## src/prp_pkg.sv

```systemverilog
// Shared types and constants for the page replacement policy block.
// No dependencies; every other file in src depends on this package.
`timescale 1ns / 1ps
`default_nettype none

package prp_pkg;

    localparam int FUNC_W      = 2;
    localparam int PAGE_W      = 6;
    localparam int FRAME_OUT_W = 3;
    localparam int COUNT_W     = 16;
    localparam int POLICY_W    = 2;
    localparam int AGE_W       = 8;

    localparam logic [FUNC_W-1:0] FUNC_ACCESS = 2'd0;
    localparam logic [FUNC_W-1:0] FUNC_FAULT  = 2'd1;
    localparam logic [FUNC_W-1:0] FUNC_TICK   = 2'd2;

    localparam logic [POLICY_W-1:0] POLICY_FIFO  = 2'd0;
    localparam logic [POLICY_W-1:0] POLICY_CLOCK = 2'd1;
    localparam logic [POLICY_W-1:0] POLICY_AGING = 2'd2;

    localparam logic [AGE_W-1:0] NEW_AGE = 8'h80;

    // Bit positions of the page table flags; the frame number sits above them.
    localparam int FL_PRESENT = 0;
    localparam int FL_REF     = 1;
    localparam int FL_DIRTY   = 2;
    localparam int FL_W       = 3;

    typedef struct packed {
        logic [FRAME_OUT_W-1:0] grant_frame;
        logic [PAGE_W-1:0]      evicted_page;
        logic                   replaced_valid;
        logic                   write_back;
        logic                   miss;
    } t_result;

    typedef struct packed {
        logic load;
        logic step;
    } t_cmp_ctl;

endpackage

`default_nettype wire

```

## src/prp_if.sv

```systemverilog
// Valid/ready channel interfaces for request items and result items.
// Depends on prp_pkg for the field widths.
`timescale 1ns / 1ps
`default_nettype none

interface prp_req_if;
    logic                        valid;
    logic                        ready;
    logic [prp_pkg::FUNC_W-1:0]  func;
    logic [prp_pkg::PAGE_W-1:0]  page;
    logic                        is_write;

    modport source (output valid, func, page, is_write, input ready);
    modport sink   (input valid, func, page, is_write, output ready);
endinterface

interface prp_rsp_if;
    logic                            valid;
    logic                            ready;
    logic [prp_pkg::FRAME_OUT_W-1:0] grant_frame;
    logic [prp_pkg::PAGE_W-1:0]      evicted_page;
    logic                            replaced_valid;
    logic                            write_back;
    logic                            miss;
    logic [prp_pkg::COUNT_W-1:0]     fault_count;

    modport source (output valid, grant_frame, evicted_page, replaced_valid, write_back,
                    miss, fault_count, input ready);
    modport sink   (input valid, grant_frame, evicted_page, replaced_valid, write_back,
                    miss, fault_count, output ready);
endinterface

`default_nettype wire

```

## src/prp_cmp.sv

```systemverilog
// Compare unit for the aging victim search: keeps the best frame seen.
// Depends on prp_pkg (t_cmp_ctl, widths).
`timescale 1ns / 1ps
`default_nettype none

module prp_cmp #(
    parameter int FW = 3
) (
    input  wire logic                       i_clk,
    input  wire prp_pkg::t_cmp_ctl          i_ctl,
    input  wire logic [prp_pkg::AGE_W-1:0]  i_age,
    input  wire logic [prp_pkg::PAGE_W-1:0] i_owner,
    input  wire logic [FW-1:0]              i_frame,
    output logic      [FW-1:0]              o_best_frame
);
    import prp_pkg::*;

    logic [AGE_W-1:0]  r_best_age;
    logic [PAGE_W-1:0] r_best_owner;
    logic [FW-1:0]     r_best_frame;
    logic [AGE_W-1:0]  n_best_age;
    logic [PAGE_W-1:0] n_best_owner;
    logic [FW-1:0]     n_best_frame;
    logic              better;

    // Least age wins; on equal ages the higher page number wins.
    assign better = (i_age < r_best_age) ||
                    ((i_age == r_best_age) && (i_owner > r_best_owner));

    always_comb begin
        n_best_age   = r_best_age;
        n_best_owner = r_best_owner;
        n_best_frame = r_best_frame;
        if (i_ctl.load || (i_ctl.step && better)) begin
            n_best_age   = i_age;
            n_best_owner = i_owner;
            n_best_frame = i_frame;
        end
    end

    always_ff @(posedge i_clk) begin
        r_best_age   <= n_best_age;
        r_best_owner <= n_best_owner;
        r_best_frame <= n_best_frame;
    end

    assign o_best_frame = r_best_frame;

endmodule

`default_nettype wire

```

## src/page_replacement_policy_top.sv

```systemverilog
// Top level of the page replacement policy block: sequencer, page and frame tables.
// Depends on prp_pkg, prp_if (prp_req_if, prp_rsp_if) and prp_cmp.
//
//  Channel   Direction  Handshake      Payload
//  i_req     in         valid / ready  func, page, is_write
//  o_rsp     out        valid / ready  grant_frame, evicted_page, replaced_valid,
//                                      write_back, miss, fault_count
//  i_cfg_*   in         write enable   policy
//
// One item at a time. An access, a resident fault or a tick without aging runs
// S_LOOK, then S_DONE into the output register; a fill adds S_FILL, and a FIFO
// eviction S_VICT_RD, S_VICT_OWN and S_VICT_PT before it. A clock eviction runs
// S_CLK_RD, S_CLK_OWN and S_CLK_CHK per frame visited (at most NUM_FRAMES + 1
// visits, since one pass clears every reference bit), an aging eviction S_AGE_RD
// and S_AGE_CMP per frame, then S_AGE_PICK, and an aging tick S_TICK_RD, S_TICK_OWN
// and, for an occupied frame, S_TICK_CHK per frame. No item is taken while S_CLEAR
// clears the page table after reset; a result waiting on o_rsp stalls S_DONE.
`timescale 1ns / 1ps
`default_nettype none

module page_replacement_policy_top #(
    parameter int NUM_PAGES  = 64,
    parameter int NUM_FRAMES = 8
) (
    input  wire logic                         i_clk,
    input  wire logic                         i_rst_n,
    prp_req_if.sink                           i_req,
    prp_rsp_if.source                         o_rsp,
    input  wire logic                         i_cfg_we,
    input  wire logic [prp_pkg::POLICY_W-1:0] i_cfg_wdata
);
    import prp_pkg::*;

    localparam int PW    = (NUM_PAGES > 1) ? $clog2(NUM_PAGES) : 1;
    localparam int FW    = (NUM_FRAMES > 1) ? $clog2(NUM_FRAMES) : 1;
    localparam int CW    = $clog2(2 * NUM_FRAMES);
    localparam int PTE_W = FW + FL_W;
    localparam int FTE_W = PAGE_W + AGE_W;

    localparam logic [PW-1:0]      LAST_PAGE   = PW'(NUM_PAGES - 1);
    localparam logic [FW-1:0]      LAST_FRAME  = FW'(NUM_FRAMES - 1);
    localparam logic [CW-1:0]      LAST_VISIT  = CW'(2 * NUM_FRAMES - 1);
    localparam logic [10:0]        PAGE_LIMIT  = 11'(NUM_PAGES);
    localparam logic [COUNT_W-1:0] FRAME_LIMIT = COUNT_W'(NUM_FRAMES);

    typedef enum logic [4:0] {
        S_CLEAR,
        S_IDLE,
        S_LOOK,
        S_VICT_RD,
        S_VICT_OWN,
        S_VICT_PT,
        S_FILL,
        S_CLK_RD,
        S_CLK_OWN,
        S_CLK_CHK,
        S_AGE_RD,
        S_AGE_CMP,
        S_AGE_PICK,
        S_TICK_RD,
        S_TICK_OWN,
        S_TICK_CHK,
        S_DONE
    } t_state;

    function automatic logic [FW-1:0] f_next(input logic [FW-1:0] f);
        return (f == LAST_FRAME) ? '0 : f + FW'(1);
    endfunction

    // Control and datapath registers.
    t_state              r_state,    n_state;
    logic [POLICY_W-1:0] r_policy,   n_policy;
    logic [FW-1:0]       r_fifo_ptr, n_fifo_ptr;
    logic [FW-1:0]       r_hand,     n_hand;
    logic [COUNT_W-1:0]  r_faults,   n_faults;
    logic [PW-1:0]       r_clr,      n_clr;
    logic                r_o_valid,  n_o_valid;
    t_result             r_o_res,    n_o_res;
    logic [COUNT_W-1:0]  r_o_count,  n_o_count;
    logic [FUNC_W-1:0]   r_func,     n_func;
    logic [PAGE_W-1:0]   r_page,     n_page;
    logic                r_wr,       n_wr;
    logic [FW-1:0]       r_frame,    n_frame;
    logic [PAGE_W-1:0]   r_victim,   n_victim;
    logic [AGE_W-1:0]    r_age,      n_age;
    logic [CW-1:0]       r_cnt,      n_cnt;
    logic [FW-1:0]       r_scan,     n_scan;
    t_result             r_res,      n_res;

    // Page table: {frame, dirty, ref, present}. Frame table: {owner, age}.
    logic [PTE_W-1:0] r_pt_mem [NUM_PAGES];
    logic [FTE_W-1:0] r_ft_mem [NUM_FRAMES];
    logic [PTE_W-1:0] r_pt_q;
    logic [FTE_W-1:0] r_ft_q;

    logic             pt_we;
    logic [PW-1:0]    pt_waddr;
    logic [PTE_W-1:0] pt_wdata;
    logic [PW-1:0]    pt_raddr;
    logic             ft_we;
    logic [FW-1:0]    ft_waddr;
    logic [FTE_W-1:0] ft_wdata;
    logic [FW-1:0]    ft_raddr;

    t_cmp_ctl         cmp_ctl;
    logic [FW-1:0]    best_frame;

    logic [PAGE_W-1:0] ft_q_owner;
    logic [AGE_W-1:0]  ft_q_age;
    logic              page_in_range;
    logic              table_full;

    assign ft_q_owner    = r_ft_q[AGE_W +: PAGE_W];
    assign ft_q_age      = r_ft_q[AGE_W-1:0];
    assign page_in_range = 11'(r_page) < PAGE_LIMIT;
    assign table_full    = r_faults >= FRAME_LIMIT;

    prp_cmp #(
        .FW (FW)
    ) u_prp_cmp (
        .i_clk        (i_clk),
        .i_ctl        (cmp_ctl),
        .i_age        (ft_q_age),
        .i_owner      (ft_q_owner),
        .i_frame      (r_scan),
        .o_best_frame (best_frame)
    );

    always_comb begin
        n_state    = r_state;
        n_policy   = i_cfg_we ? i_cfg_wdata : r_policy;
        n_fifo_ptr = r_fifo_ptr;
        n_hand     = r_hand;
        n_faults   = r_faults;
        n_clr      = r_clr;
        n_o_valid  = r_o_valid && !o_rsp.ready;
        n_o_res    = r_o_res;
        n_o_count  = r_o_count;
        n_func     = r_func;
        n_page     = r_page;
        n_wr       = r_wr;
        n_frame    = r_frame;
        n_victim   = r_victim;
        n_age      = r_age;
        n_cnt      = r_cnt;
        n_scan     = r_scan;
        n_res      = r_res;

        pt_we    = 1'b0;
        pt_waddr = PW'(r_victim);
        pt_wdata = '0;
        pt_raddr = PW'(r_victim);
        ft_we    = 1'b0;
        ft_waddr = r_scan;
        ft_wdata = '0;
        ft_raddr = r_frame;
        cmp_ctl  = '0;

        unique case (r_state)
            S_CLEAR: begin
                pt_we    = 1'b1;
                pt_waddr = r_clr;
                n_clr    = r_clr + PW'(1);
                if (r_clr == LAST_PAGE) begin
                    n_state = S_IDLE;
                end
            end
            S_IDLE: begin
                pt_raddr = PW'(i_req.page);
                if (i_req.valid) begin
                    n_func  = i_req.func;
                    n_page  = i_req.page;
                    n_wr    = i_req.is_write;
                    n_res   = '0;
                    n_state = S_LOOK;
                end
            end
            S_LOOK: begin
                n_state = S_DONE;
                unique case (r_func)
                    FUNC_ACCESS: begin
                        if (page_in_range && r_pt_q[FL_PRESENT]) begin
                            pt_we            = 1'b1;
                            pt_waddr         = PW'(r_page);
                            pt_wdata         = r_pt_q;
                            pt_wdata[FL_REF] = 1'b1;
                            if (r_wr) begin
                                pt_wdata[FL_DIRTY] = 1'b1;
                            end
                        end else begin
                            n_res.miss = 1'b1;
                        end
                    end
                    FUNC_FAULT: begin
                        if (!page_in_range) begin
                            n_state = S_DONE;
                        end else if (r_pt_q[FL_PRESENT]) begin
                            n_res.grant_frame = FRAME_OUT_W'(r_pt_q[FL_W +: FW]);
                        end else if (!table_full) begin
                            n_frame = FW'(r_faults);
                            n_state = S_FILL;
                        end else begin
                            unique case (r_policy)
                                POLICY_CLOCK: begin
                                    n_cnt   = '0;
                                    n_state = S_CLK_RD;
                                end
                                POLICY_AGING: begin
                                    n_scan  = '0;
                                    n_state = S_AGE_RD;
                                end
                                default: begin
                                    // FIFO, and the unused code behaves the same.
                                    n_frame    = r_fifo_ptr;
                                    n_fifo_ptr = f_next(r_fifo_ptr);
                                    n_state    = S_VICT_RD;
                                end
                            endcase
                        end
                    end
                    FUNC_TICK: begin
                        if (r_policy == POLICY_AGING) begin
                            n_scan  = '0;
                            n_state = S_TICK_RD;
                        end
                    end
                    default: begin
                        n_state = S_DONE;
                    end
                endcase
            end
            S_VICT_RD: begin
                ft_raddr = r_frame;
                n_state  = S_VICT_OWN;
            end
            S_VICT_OWN: begin
                n_victim = ft_q_owner;
                pt_raddr = PW'(ft_q_owner);
                n_state  = S_VICT_PT;
            end
            S_VICT_PT: begin
                n_res.evicted_page   = r_victim;
                n_res.replaced_valid = 1'b1;
                n_res.write_back     = r_pt_q[FL_DIRTY];
                pt_we                = 1'b1;
                pt_waddr             = PW'(r_victim);
                pt_wdata             = '0;
                n_state              = S_FILL;
            end
            S_FILL: begin
                ft_we                = 1'b1;
                ft_waddr             = r_frame;
                ft_wdata             = {r_page, NEW_AGE};
                pt_we                = 1'b1;
                pt_waddr             = PW'(r_page);
                pt_wdata             = '0;
                pt_wdata[FL_W +: FW] = r_frame;
                pt_wdata[FL_PRESENT] = 1'b1;
                n_res.grant_frame    = FRAME_OUT_W'(r_frame);
                if (r_faults != '1) begin
                    n_faults = r_faults + COUNT_W'(1);
                end
                n_state = S_DONE;
            end
            S_CLK_RD: begin
                ft_raddr = r_hand;
                n_state  = S_CLK_OWN;
            end
            S_CLK_OWN: begin
                n_victim = ft_q_owner;
                pt_raddr = PW'(ft_q_owner);
                n_state  = S_CLK_CHK;
            end
            S_CLK_CHK: begin
                n_hand = f_next(r_hand);
                if (r_pt_q[FL_REF]) begin
                    // Second chance: drop the reference bit and move on.
                    pt_we            = 1'b1;
                    pt_waddr         = PW'(r_victim);
                    pt_wdata         = r_pt_q;
                    pt_wdata[FL_REF] = 1'b0;
                    n_cnt            = r_cnt + CW'(1);
                    if (r_cnt == LAST_VISIT) begin
                        n_frame = f_next(r_hand);
                        n_state = S_VICT_RD;
                    end else begin
                        n_state = S_CLK_RD;
                    end
                end else begin
                    // The read address stays on the victim, so its entry is reread.
                    n_frame = r_hand;
                    n_state = S_VICT_PT;
                end
            end
            S_AGE_RD: begin
                ft_raddr = r_scan;
                n_state  = S_AGE_CMP;
            end
            S_AGE_CMP: begin
                cmp_ctl.load = (r_scan == '0);
                cmp_ctl.step = 1'b1;
                if (r_scan == LAST_FRAME) begin
                    n_state = S_AGE_PICK;
                end else begin
                    n_scan  = r_scan + FW'(1);
                    n_state = S_AGE_RD;
                end
            end
            S_AGE_PICK: begin
                n_frame = best_frame;
                n_state = S_VICT_RD;
            end
            S_TICK_RD: begin
                ft_raddr = r_scan;
                n_state  = S_TICK_OWN;
            end
            S_TICK_OWN: begin
                n_victim = ft_q_owner;
                n_age    = ft_q_age >> 1;
                pt_raddr = PW'(ft_q_owner);
                if (COUNT_W'(r_scan) < r_faults) begin
                    n_state = S_TICK_CHK;
                end else begin
                    // A free frame only shifts; its owner field means nothing.
                    ft_we    = 1'b1;
                    ft_waddr = r_scan;
                    ft_wdata = {ft_q_owner, ft_q_age >> 1};
                    if (r_scan == LAST_FRAME) begin
                        n_state = S_DONE;
                    end else begin
                        n_scan  = r_scan + FW'(1);
                        n_state = S_TICK_RD;
                    end
                end
            end
            S_TICK_CHK: begin
                ft_we    = 1'b1;
                ft_waddr = r_scan;
                ft_wdata = {r_victim, r_age};
                if (r_pt_q[FL_REF]) begin
                    ft_wdata[AGE_W-1] = 1'b1;
                    pt_we             = 1'b1;
                    pt_waddr          = PW'(r_victim);
                    pt_wdata          = r_pt_q;
                    pt_wdata[FL_REF]  = 1'b0;
                end
                if (r_scan == LAST_FRAME) begin
                    n_state = S_DONE;
                end else begin
                    n_scan  = r_scan + FW'(1);
                    n_state = S_TICK_RD;
                end
            end
            S_DONE: begin
                if (!r_o_valid || o_rsp.ready) begin
                    n_o_valid = 1'b1;
                    n_o_res   = r_res;
                    n_o_count = r_faults;
                    n_state   = S_IDLE;
                end
            end
            default: begin
                n_state = S_IDLE;
            end
        endcase
    end

    always_ff @(posedge i_clk) begin
        if (!i_rst_n) begin
            r_state    <= S_CLEAR;
            r_policy   <= POLICY_FIFO;
            r_fifo_ptr <= '0;
            r_hand     <= '0;
            r_faults   <= '0;
            r_clr      <= '0;
            r_o_valid  <= 1'b0;
        end else begin
            r_state    <= n_state;
            r_policy   <= n_policy;
            r_fifo_ptr <= n_fifo_ptr;
            r_hand     <= n_hand;
            r_faults   <= n_faults;
            r_clr      <= n_clr;
            r_o_valid  <= n_o_valid;
        end
        r_o_res  <= n_o_res;
        r_o_count <= n_o_count;
        r_func   <= n_func;
        r_page   <= n_page;
        r_wr     <= n_wr;
        r_frame  <= n_frame;
        r_victim <= n_victim;
        r_age    <= n_age;
        r_cnt    <= n_cnt;
        r_scan   <= n_scan;
        r_res    <= n_res;
    end

    always_ff @(posedge i_clk) begin
        if (pt_we) begin
            r_pt_mem[pt_waddr] <= pt_wdata;
        end
        r_pt_q <= r_pt_mem[pt_raddr];
    end

    always_ff @(posedge i_clk) begin
        if (ft_we) begin
            r_ft_mem[ft_waddr] <= ft_wdata;
        end
        r_ft_q <= r_ft_mem[ft_raddr];
    end

    assign i_req.ready          = (r_state == S_IDLE);
    assign o_rsp.valid          = r_o_valid;
    assign o_rsp.grant_frame    = r_o_res.grant_frame;
    assign o_rsp.evicted_page   = r_o_res.evicted_page;
    assign o_rsp.replaced_valid = r_o_res.replaced_valid;
    assign o_rsp.write_back     = r_o_res.write_back;
    assign o_rsp.miss           = r_o_res.miss;
    assign o_rsp.fault_count    = r_o_count;

endmodule

`default_nettype wire

```

## src/flat_wrapper.sv

```systemverilog
// flat-port wrapper written by rule: the top's interface ports become plain ports
module page_replacement_policy_top_flat import prp_pkg::*;
#(
    parameter int NUM_PAGES  = 64,
    parameter int NUM_FRAMES = 8
)
  (i_clk, i_rst_n, i_cfg_we, i_cfg_wdata, i_req_valid, i_req_func, i_req_page, i_req_is_write, i_req_ready, o_rsp_valid, o_rsp_grant_frame, o_rsp_evicted_page, o_rsp_replaced_valid, o_rsp_write_back, o_rsp_miss, o_rsp_fault_count, o_rsp_ready);
  prp_req_if i_req_i ();
  prp_rsp_if o_rsp_i ();
  input  wire logic i_clk;
  input  wire logic i_rst_n;
  input  wire logic i_cfg_we;
  input  wire logic [prp_pkg::POLICY_W-1:0] i_cfg_wdata;
  input wire logic [$bits(i_req_i.valid)-1:0] i_req_valid;
  input wire logic [$bits(i_req_i.func)-1:0] i_req_func;
  input wire logic [$bits(i_req_i.page)-1:0] i_req_page;
  input wire logic [$bits(i_req_i.is_write)-1:0] i_req_is_write;
  output wire logic [$bits(i_req_i.ready)-1:0] i_req_ready;
  output wire logic [$bits(o_rsp_i.valid)-1:0] o_rsp_valid;
  output wire logic [$bits(o_rsp_i.grant_frame)-1:0] o_rsp_grant_frame;
  output wire logic [$bits(o_rsp_i.evicted_page)-1:0] o_rsp_evicted_page;
  output wire logic [$bits(o_rsp_i.replaced_valid)-1:0] o_rsp_replaced_valid;
  output wire logic [$bits(o_rsp_i.write_back)-1:0] o_rsp_write_back;
  output wire logic [$bits(o_rsp_i.miss)-1:0] o_rsp_miss;
  output wire logic [$bits(o_rsp_i.fault_count)-1:0] o_rsp_fault_count;
  input wire logic [$bits(o_rsp_i.ready)-1:0] o_rsp_ready;
  assign i_req_i.valid = i_req_valid;
  assign i_req_i.func = i_req_func;
  assign i_req_i.page = i_req_page;
  assign i_req_i.is_write = i_req_is_write;
  assign i_req_ready = i_req_i.ready;
  assign o_rsp_valid = o_rsp_i.valid;
  assign o_rsp_grant_frame = o_rsp_i.grant_frame;
  assign o_rsp_evicted_page = o_rsp_i.evicted_page;
  assign o_rsp_replaced_valid = o_rsp_i.replaced_valid;
  assign o_rsp_write_back = o_rsp_i.write_back;
  assign o_rsp_miss = o_rsp_i.miss;
  assign o_rsp_fault_count = o_rsp_i.fault_count;
  assign o_rsp_i.ready = o_rsp_ready;
  page_replacement_policy_top #(.NUM_PAGES(NUM_PAGES), .NUM_FRAMES(NUM_FRAMES)) u_core (.i_clk(i_clk), .i_rst_n(i_rst_n), .i_req(i_req_i), .o_rsp(o_rsp_i), .i_cfg_we(i_cfg_we), .i_cfg_wdata(i_cfg_wdata));
endmodule
```

## config.mk

```make
export PLATFORM = sky130hd
export DESIGN_NAME = page_replacement_policy_top_flat
export DESIGN_NICKNAME = d
export VERILOG_FILES = /design/src/prp_pkg.sv /design/src/prp_if.sv /design/src/prp_cmp.sv /design/src/page_replacement_policy_top.sv /design/src/flat_wrapper.sv
export SDC_FILE = /design/constraint.sdc
export NUM_CORES = 1
export LEC_CHECK = 0
export ABC_AREA = 1
export BUFFER_PORTS_ARGS = -buffer_cell sky130_fd_sc_hd__clkbuf_2
export CAP_MARGIN = 5
export CORE_ASPECT_RATIO = 1.4
export CORE_MARGIN = 2
export CORE_UTILIZATION = 32
export CTS_BUF_LIST = sky130_fd_sc_hd__clkbuf_16
export CTS_CLUSTER_SIZE = 40
export DETAILED_ROUTE_END_ITERATION = 7
export GPL_TIMING_DRIVEN = 1
export REMOVE_ABC_BUFFERS = 1
export SLEW_MARGIN = 15
export SYNTH_ARGS = -nofsm -noshare
export SYNTH_HDL_FRONTEND = slang
export SYNTH_SLANG_ARGS = --single-unit
```

## constraint.sdc

```tcl
create_clock -name i_clk -period 5.9 [get_ports i_clk]
set_clock_uncertainty 0.05 [all_clocks]
set_input_delay 0.295 -clock i_clk [delete_from_list [all_inputs] [get_ports i_clk]]
set_output_delay 0.295 -clock i_clk [all_outputs]
set_load 0.05 [all_outputs]
```

==> impl_metrics.toml, run 1 <==
[cells_and_area]
multi_input_area_sq_um = 7670
areaGrowthSynthToFinish_pct = 12.8
nets = 2837
n_antenna_cell = 0
final_layout_size_suffix_gt1_share_pct = 8.41
ff_latch_area_sq_um = 18700
nFillCells = 8892

[detailed_routing]
ant_nets = 0
vias = 19800
first_pass_iters = 6
routedWlPerCell_microns = 19.0
routed_wl_microns = 76600
via_per_inst = 4.91
remaining_drc_errors = 0
drtIter0Drc = 1540

[critical_path]
r2r-end = "u_core.r_pt_q[2]"
cp_max_fo = 78
cp_common_cell = "nand3_1"
setup.worst_path.class = "flip-flop to flip-flop"
cp_data_required_time_ns = 6.36
endpoint_kind = "flip-flop"
slowest_delay_ns = 0.75
worstReg2RegStart = "u_core.r_state[1]"
worstPathArrival_ns = 4.59
slowest_stage = "buf_4"
reg2regPathDepth = 16
crit_family = "buffers and inverters"
crit_buf_inv = 5
crit_chain = "inv_2 -> nand2_2 -> inv_2 -> nand3_4 -> inv_2 -> nand2_4 -> nand3_4 -> buf_4 -> buf_4 -> nand2_1 -> nand3_1 -> nand3_1 -> nand3_1 -> nand3_1 -> nand3_1 -> nand2_1"
rrSetupSlack_ns = 1.78
crit_path_start_kind = "flip-flop"

[clock_tree]
cts_buffers = 60
clockBufferDepth = 3
clock_tree.root_cell = "clkbuf_16"
clk_latency_ns = 0.65
clock-sinks = 641
cts_resized = 0
path_clk_slew_ns = 0.07
cts_setup_buffers = 0
cts_max_level = 2
cts_hold_buf = 13
cts_tree = "yes"

[synthesis]
netlist_top_cells_count = "585 x edfxtp_1, 506 x inv_1, 384 x nand3_1"
yosysSeqAreaShare_pct = 64.8
ys_top_cells_by_area = "edfxtp_1 61%, nand3_1 6.7%, inv_1 6.6%, nand2_1 4.5%, nand4_1 4.3%"
ys_ff_latch = 641
synth_top_area_cell = "edfxtp_1"
yosys_warnings = 0
synth_ff_type = "edfxtp_1"
post-synth-top-count-cell = "edfxtp_1"
syn_area_sq_um = 28800
async_flop_share_pct = 0
synth_area_per_cell_sq_um = 10.4
ys_types = 51
synth_edf_count = 585
synth_top_cell_area_share_pct = 61.0
syn_inst = 2777

[sta]
tns_ns = 0
slew_viol_final = 0
worstMarginPinSlew_ns = 1.11
period_minus_slack_ns = 4.12
setup_viol = 0
rsz0062_at_grt = "no"
finalWorstSetupSlack_ns = 1.78
hold_violations = 0
fmax_ghz = 0.242
finalCritPeriodShare_pct = 69.9
slew_headroom_pct = 25.7

[floorplan]
initial_utilization_pct = 32.2
die_area_sq_um = 92500
die_w_microns = 258
ios = 46
std_cell_rows = 130
die_y_microns = 359
core_region_area_sq_um = 89500

[grt]
grt_antenna_before_repair = 0
met2_usage_pct = 29.4
overflow = 0
grt_start_max_net_pins = 181
grtUsageMet3_pct = 2.12
grt_pass1_vias = 19500
grt_util_met1_pct = 19.0
grt-busiest-layer = "met2"
grt_pass1_wl_microns = 117000
track_usage_pct = 16.3

[power_and_ir_drop]
leakagePower_nw = 12.7
p_per_area_nw_per_um2 = 278
ir_worst_vdd_mv = 0.259

[outcome]
status = "completed"

[min_path]
hold_depth = 3
hp-class = "input pin to flip-flop"
worstHoldStart = "i_rst_n"
whs_endpoint = "u_core.r_state[4]"

[placement]
numPortBuffers = 45
gp_congestion = 0.905
dp_worst_setup_slack_ns = 1.88
place.detailed.hpwl_microns = 47500

[flow_run]
maxCapViolCount = 0
## state kept, by name, indices dropped and copies added (netlist names), 4 cells and up
| signal | cells |
|---|---|
| u_core.r_pt_mem | 384 |
| u_core.r_clr | 6 |
| u_core.r_state | 5 |
| u_core.o_rsp.evicted_page | 6 |
| u_core.o_rsp.fault_count | 16 |
| u_core.r_cnt | 4 |
| u_core.u_prp_cmp.r_best_age | 8 |
| u_core.r_res | 12 |
| u_core.r_victim | 6 |
| u_core.r_ft_mem | 112 |
| u_core.r_faults | 16 |
| u_core.r_age | 7 |
| u_core.u_prp_cmp.r_best_owner | 6 |
| u_core.r_page | 6 |
| u_core.r_ft_q | 14 |
| u_core.r_pt_q | 6 |
## kinds of logic after synthesis
kind of cell,Yosys count,share of synthesized area (%)
AO/OA/AOI/OAI,250,5.07
adder cells (fa/ha/maj),32,1.39
buffers and inverters,664,9.16
flip-flops,641,64.8
AND/OR/NAND/NOR,1190,19.5
## layout make-up
type | count | share of cell area, %
timing repair buffer | 92 | 1.95
tap | 1188 | 4.57
clock inverter | 51 | 1.53
sequential | 641 | 57.5
multi-input combinational | 1472 | 23.6
clock buffer | 63 | 4.85
inverter | 522 | 6.03
## power breakdown
group	switching, mW	total, mW	internal (mW)	leakage, nW
logic	0.0656	0.0902	0.0245	5.90
clock network	1.75	4.04	2.29	1.04
registers	0.00582	4.91	4.90	5.75
total	1.82	9.04	7.22	12.7
## worst register-to-register path: stages, from the launching register on
cell and delay [ns]:
dfxtp_1 0.38, inv_2 0.11, nand2_2 0.10, inv_2 0.09, nand3_4 0.11, inv_2 0.22, nand2_4 0.32, nand3_4 0.22
buf_4 0.58, buf_4 0.81, nand2_1 0.17, nand3_1 0.11, nand3_1 0.12, nand3_1 0.15, nand3_1 0.24, nand3_1 0.16
nand2_1 0.06
## per-stage QoR
stage | util [%] | power (mW) | cells | area (sq um) | hold WS, ns
floorplan | - | 5.04 | 2635 | 28100 | 0.343
global placement | 33.9 | 5.09 | 3902 | 30300 | 0.353
detailed placement | 33.9 | 5.09 | 3902 | 30300 | 0.355
CTS | 36.3 | 9.11 | 4029 | 32500 | 0.223
global route | 36.3 | 9.29 | 4029 | 32500 | 0.290
finish | 36.3 | 9.04 | 4029 | 32500 | 0.227
## how the worst max path moves through the flow
stage | from | end | slack, ns | cells past startpoint
floorplan | u_core.r_state[3] | u_core.r_pt_q[0] | -3.32 | 13
global route | u_core.r_state[1] | u_core.r_pt_q[2] | 1.48 | 16
CTS | u_core.r_state[1] | u_core.r_pt_q[2] | 1.82 | 15
detailed placement | u_core.r_state[1] | u_core.r_pt_q[2] | 1.88 | 15
finish | u_core.r_state[1] | u_core.r_pt_q[2] | 1.78 | 16
global placement | u_core.r_state[1] | u_core.r_pt_q[2] | 1.90 | 15
## cell usage in the layout (no fill, tap or decap), drive strengths merged, types with 3 or more instances in the layout
cell type and n:
edfxtp 585, inv 531, nand3 388, nand2 352
nor2 216, nand4 196, o21ai 131, clkbuf 108
dfxtp 56, a21oi 50, buf 34, ha 32
nor3 28, clkinv 28, o22ai 16, dlygate4sd3 13
a22o 8, bufinv 8, o211ai 8, a31oi 6
clkinvlp 6, o221ai 5, nor4 5, a22oi 4
o21a 4, a211oi 3, a221oi 3
## layer usage
metal  share of wire [%]  vias to the layer above  wire length, microns
met4                 4.9                        0                  3790
met3                 4.8                      159                  3680
met5                   0                        -                     0
met1                  39                     9500                 29800
li1                    -                     9562                     -
met2                  51                      578                 39400
Power figures use the tool's default switching activity.
==> run 2, diff against run 1 <==
==> constraint.sdc (replaced) <==
create_clock -name i_clk -period 3.65 [get_ports i_clk]
set_clock_uncertainty 0.05 [all_clocks]
set_input_delay 0.1825 -clock i_clk [delete_from_list [all_inputs] [get_ports i_clk]]
set_output_delay 0.1825 -clock i_clk [all_outputs]
set_load 0.05 [all_outputs]
==> run 2 against run 1 <==
Against the previous run: cell count grew 0.99%; sequential cell count is the same; global-route usage grew 0.61 points; sequential power grew 62%; setup slack lost 1.5 ns; largest cell class unchanged; fmax grew 21%; largest power group unchanged; clock-buffer cell count shrank 2.
==> impl_metrics.toml, run 2 (synthesis results as in run 1) <==
[grt]
grt_pass1_vias = 20400
grt_pass1_wl_microns = 121000
track_usage_pct = 16.9
overflow = 0
grt_start_max_net_pins = 181
grt_antenna_before_repair = 0

[cells_and_area]
largest_register = "u_core.r_pt_mem"
top_regs = "u_core.r_pt_mem (384), u_core.r_ft_mem (112)"
layout_common_cells = "585 x edfxtp_1, 514 x inv_1, 384 x nand3_1, 345 x nand2_1, 199 x nor2_1"
nFillCells = 8872
areaGrowthSynthToFinish_pct = 14.1
layout_commonest_cell = "edfxtp_1"
nets = 2875
largest_register_ffs = 384
final_layout_size_suffix_gt1_share_pct = 9.41
finalInstanceArea_sq_um = 32900

[critical_path]
endpoint_kind = "flip-flop"
cp_data_required_time_ns = 3.90
rrSetupSlack_ns = 0.23
crit_path_start_kind = "flip-flop"
cp_max_fo = 8
worstReg2RegStart = "u_core.r_state[1]"
reg2regPathDepth = 12
r2r-end = "u_core.r_pt_mem[14][5]"
worstPathArrival_ns = 3.66
setup.worst_path.class = "flip-flop to flip-flop"

[floorplan]
initial_utilization_pct = 32.2
std_cell_rows = 130
ios = 46
die_y_microns = 359
die_w_microns = 258
die_area_sq_um = 92500
core_region_area_sq_um = 89500

[min_path]
hp-class = "input pin to flip-flop"
hold_depth = 3
whs_endpoint = "u_core.r_faults[5]"
worstHoldStart = "i_rst_n"

[clock_tree]
clock_tree.root_cell = "clkbuf_16"
clk_latency_ns = 0.67
clock-sinks = 641
path_clk_slew_ns = 0.07
cts_tree = "yes"
cts_setup_buffers = 0
clockBufferDepth = 3
cts_buffers = 61
cts_resized = 0
cts_max_level = 2

[sta]
slew_headroom_pct = 30.3
whs_ns = 0.0582
worstMarginPinSlew_ns = 1.03
finalWorstSetupSlack_ns = 0.234
slew_viol_final = 0
tns_ns = 0
fmax_ghz = 0.293
rsz0062_at_grt = "yes"
setup_viol = 0
period_minus_slack_ns = 3.42
finalCritPeriodShare_pct = 93.6
hold_violations = 0

[power_and_ir_drop]
power.internal_mw = 11.5
leakagePower_nw = 12.9
ir_worst_vdd_mv = 0.351
swShare_pct = 20.7
p_per_area_nw_per_um2 = 439
power_frac_comb_pct = 1.0
p_sw_mw = 2.99
clockPowerShare_pct = 44.1
pwr-share-seq_pct = 54.9

[detailed_routing]
routedWlPerCell_microns = 19.5
drtIter0Drc = 1784
ant_nets = 0
first_pass_iters = 6
routed_wl_microns = 79500
remaining_drc_errors = 0
vias = 20400
via_per_inst = 5.01

[flow_run]
maxCapViolCount = 0

[placement]
dp_worst_setup_slack_ns = 0.286
place.detailed.hpwl_microns = 50000
postPlaceCellArea_sq_um = 30800
gp_congestion = 0.907
numPortBuffers = 45

[outcome]
status = "completed"
==> run 2: cell type report <==
cell class              count  area [sq um]  share of cell area [%]
diodes                      1          2.50                 0.00761
inverters                 522          1960                    5.96
flip-flops and latches    641         18700                    56.8
well taps                1188          1490                    4.52
clock inverters            55           460                    1.40
clock buffers              61          1530                    4.64
multi-input cells        1472          7640                    23.2
repair buffers            129          1110                    3.39
==> run 2: timing repair <==
item | in CTS | in global routing
endpoints found under the hold margin | 12 | 0
hold buffers | 13 | 0
setup endpoints to repair | 0 | 12
==> run 2: worst max-delay path, cell delays in order (launching register included) <==
cell     delay, ns
dfxtp_1       0.45
inv_2         0.09
nor2_2        0.15
inv_2         0.09
nor2_2        0.35
nor2_1        0.16
nand2_2       0.14
inv_1         0.08
a21oi_1       0.25
inv_1         0.12
nor2_1        0.15
nand2_1       0.36
nor2_1        0.60
==> run 2: power by group through the flow <==
stage | Clock [mW] | Combinational (mW) | Sequential (mW)
finish | 6.37 | 0.151 | 7.93
global route | 6.73 | 0.164 | 7.93
CTS | 6.50 | 0.151 | 7.93
detailed placement | 0 | 0.139 | 8.09
global placement | 0 | 0.138 | 8.09
floorplan | 0 | 0.0682 | 8.09
==> run 2: worst max path at each step <==
stage	from	end	slack (ns)	cells past startpoint
after floorplan	u_core.r_state[3]	u_core.r_pt_q[0]	-5.57	13
after global routing	u_core.r_state[1]	u_core.r_pt_mem[41][0]	-0.009	12
final	u_core.r_state[1]	u_core.r_pt_mem[14][5]	0.23	12
after detailed placement	u_core.r_state[3]	u_core.r_pt_mem[14][1]	0.29	11
after global placement	u_core.r_state[1]	u_core.r_pt_mem[11][1]	0.25	12
after CTS	u_core.r_state[3]	u_core.r_pt_mem[14][1]	0.26	11
==> run 2: through the flow <==
step,utilization (%),total power [mW],instances
2_1_floorplan,-,8.15,2635
3_5_place_dp,34.4,8.23,3939
3_3_place_gp,34.4,8.23,3939
5_1_grt,36.7,14.8,4068
6_report,36.7,14.4,4069
4_1_cts,36.7,14.6,4068
==> run 2: metal layers <==
metal	track usage [%]	part of all wire [%]	vias to the layer above	wire (microns)
met5	0	0	-	0
met2	30.5	51	641	40900
met4	9.19	5.6	0	4450
li1	-	-	9640	-
met3	2.21	5.1	203	4060
met1	19.3	38	9895	30100
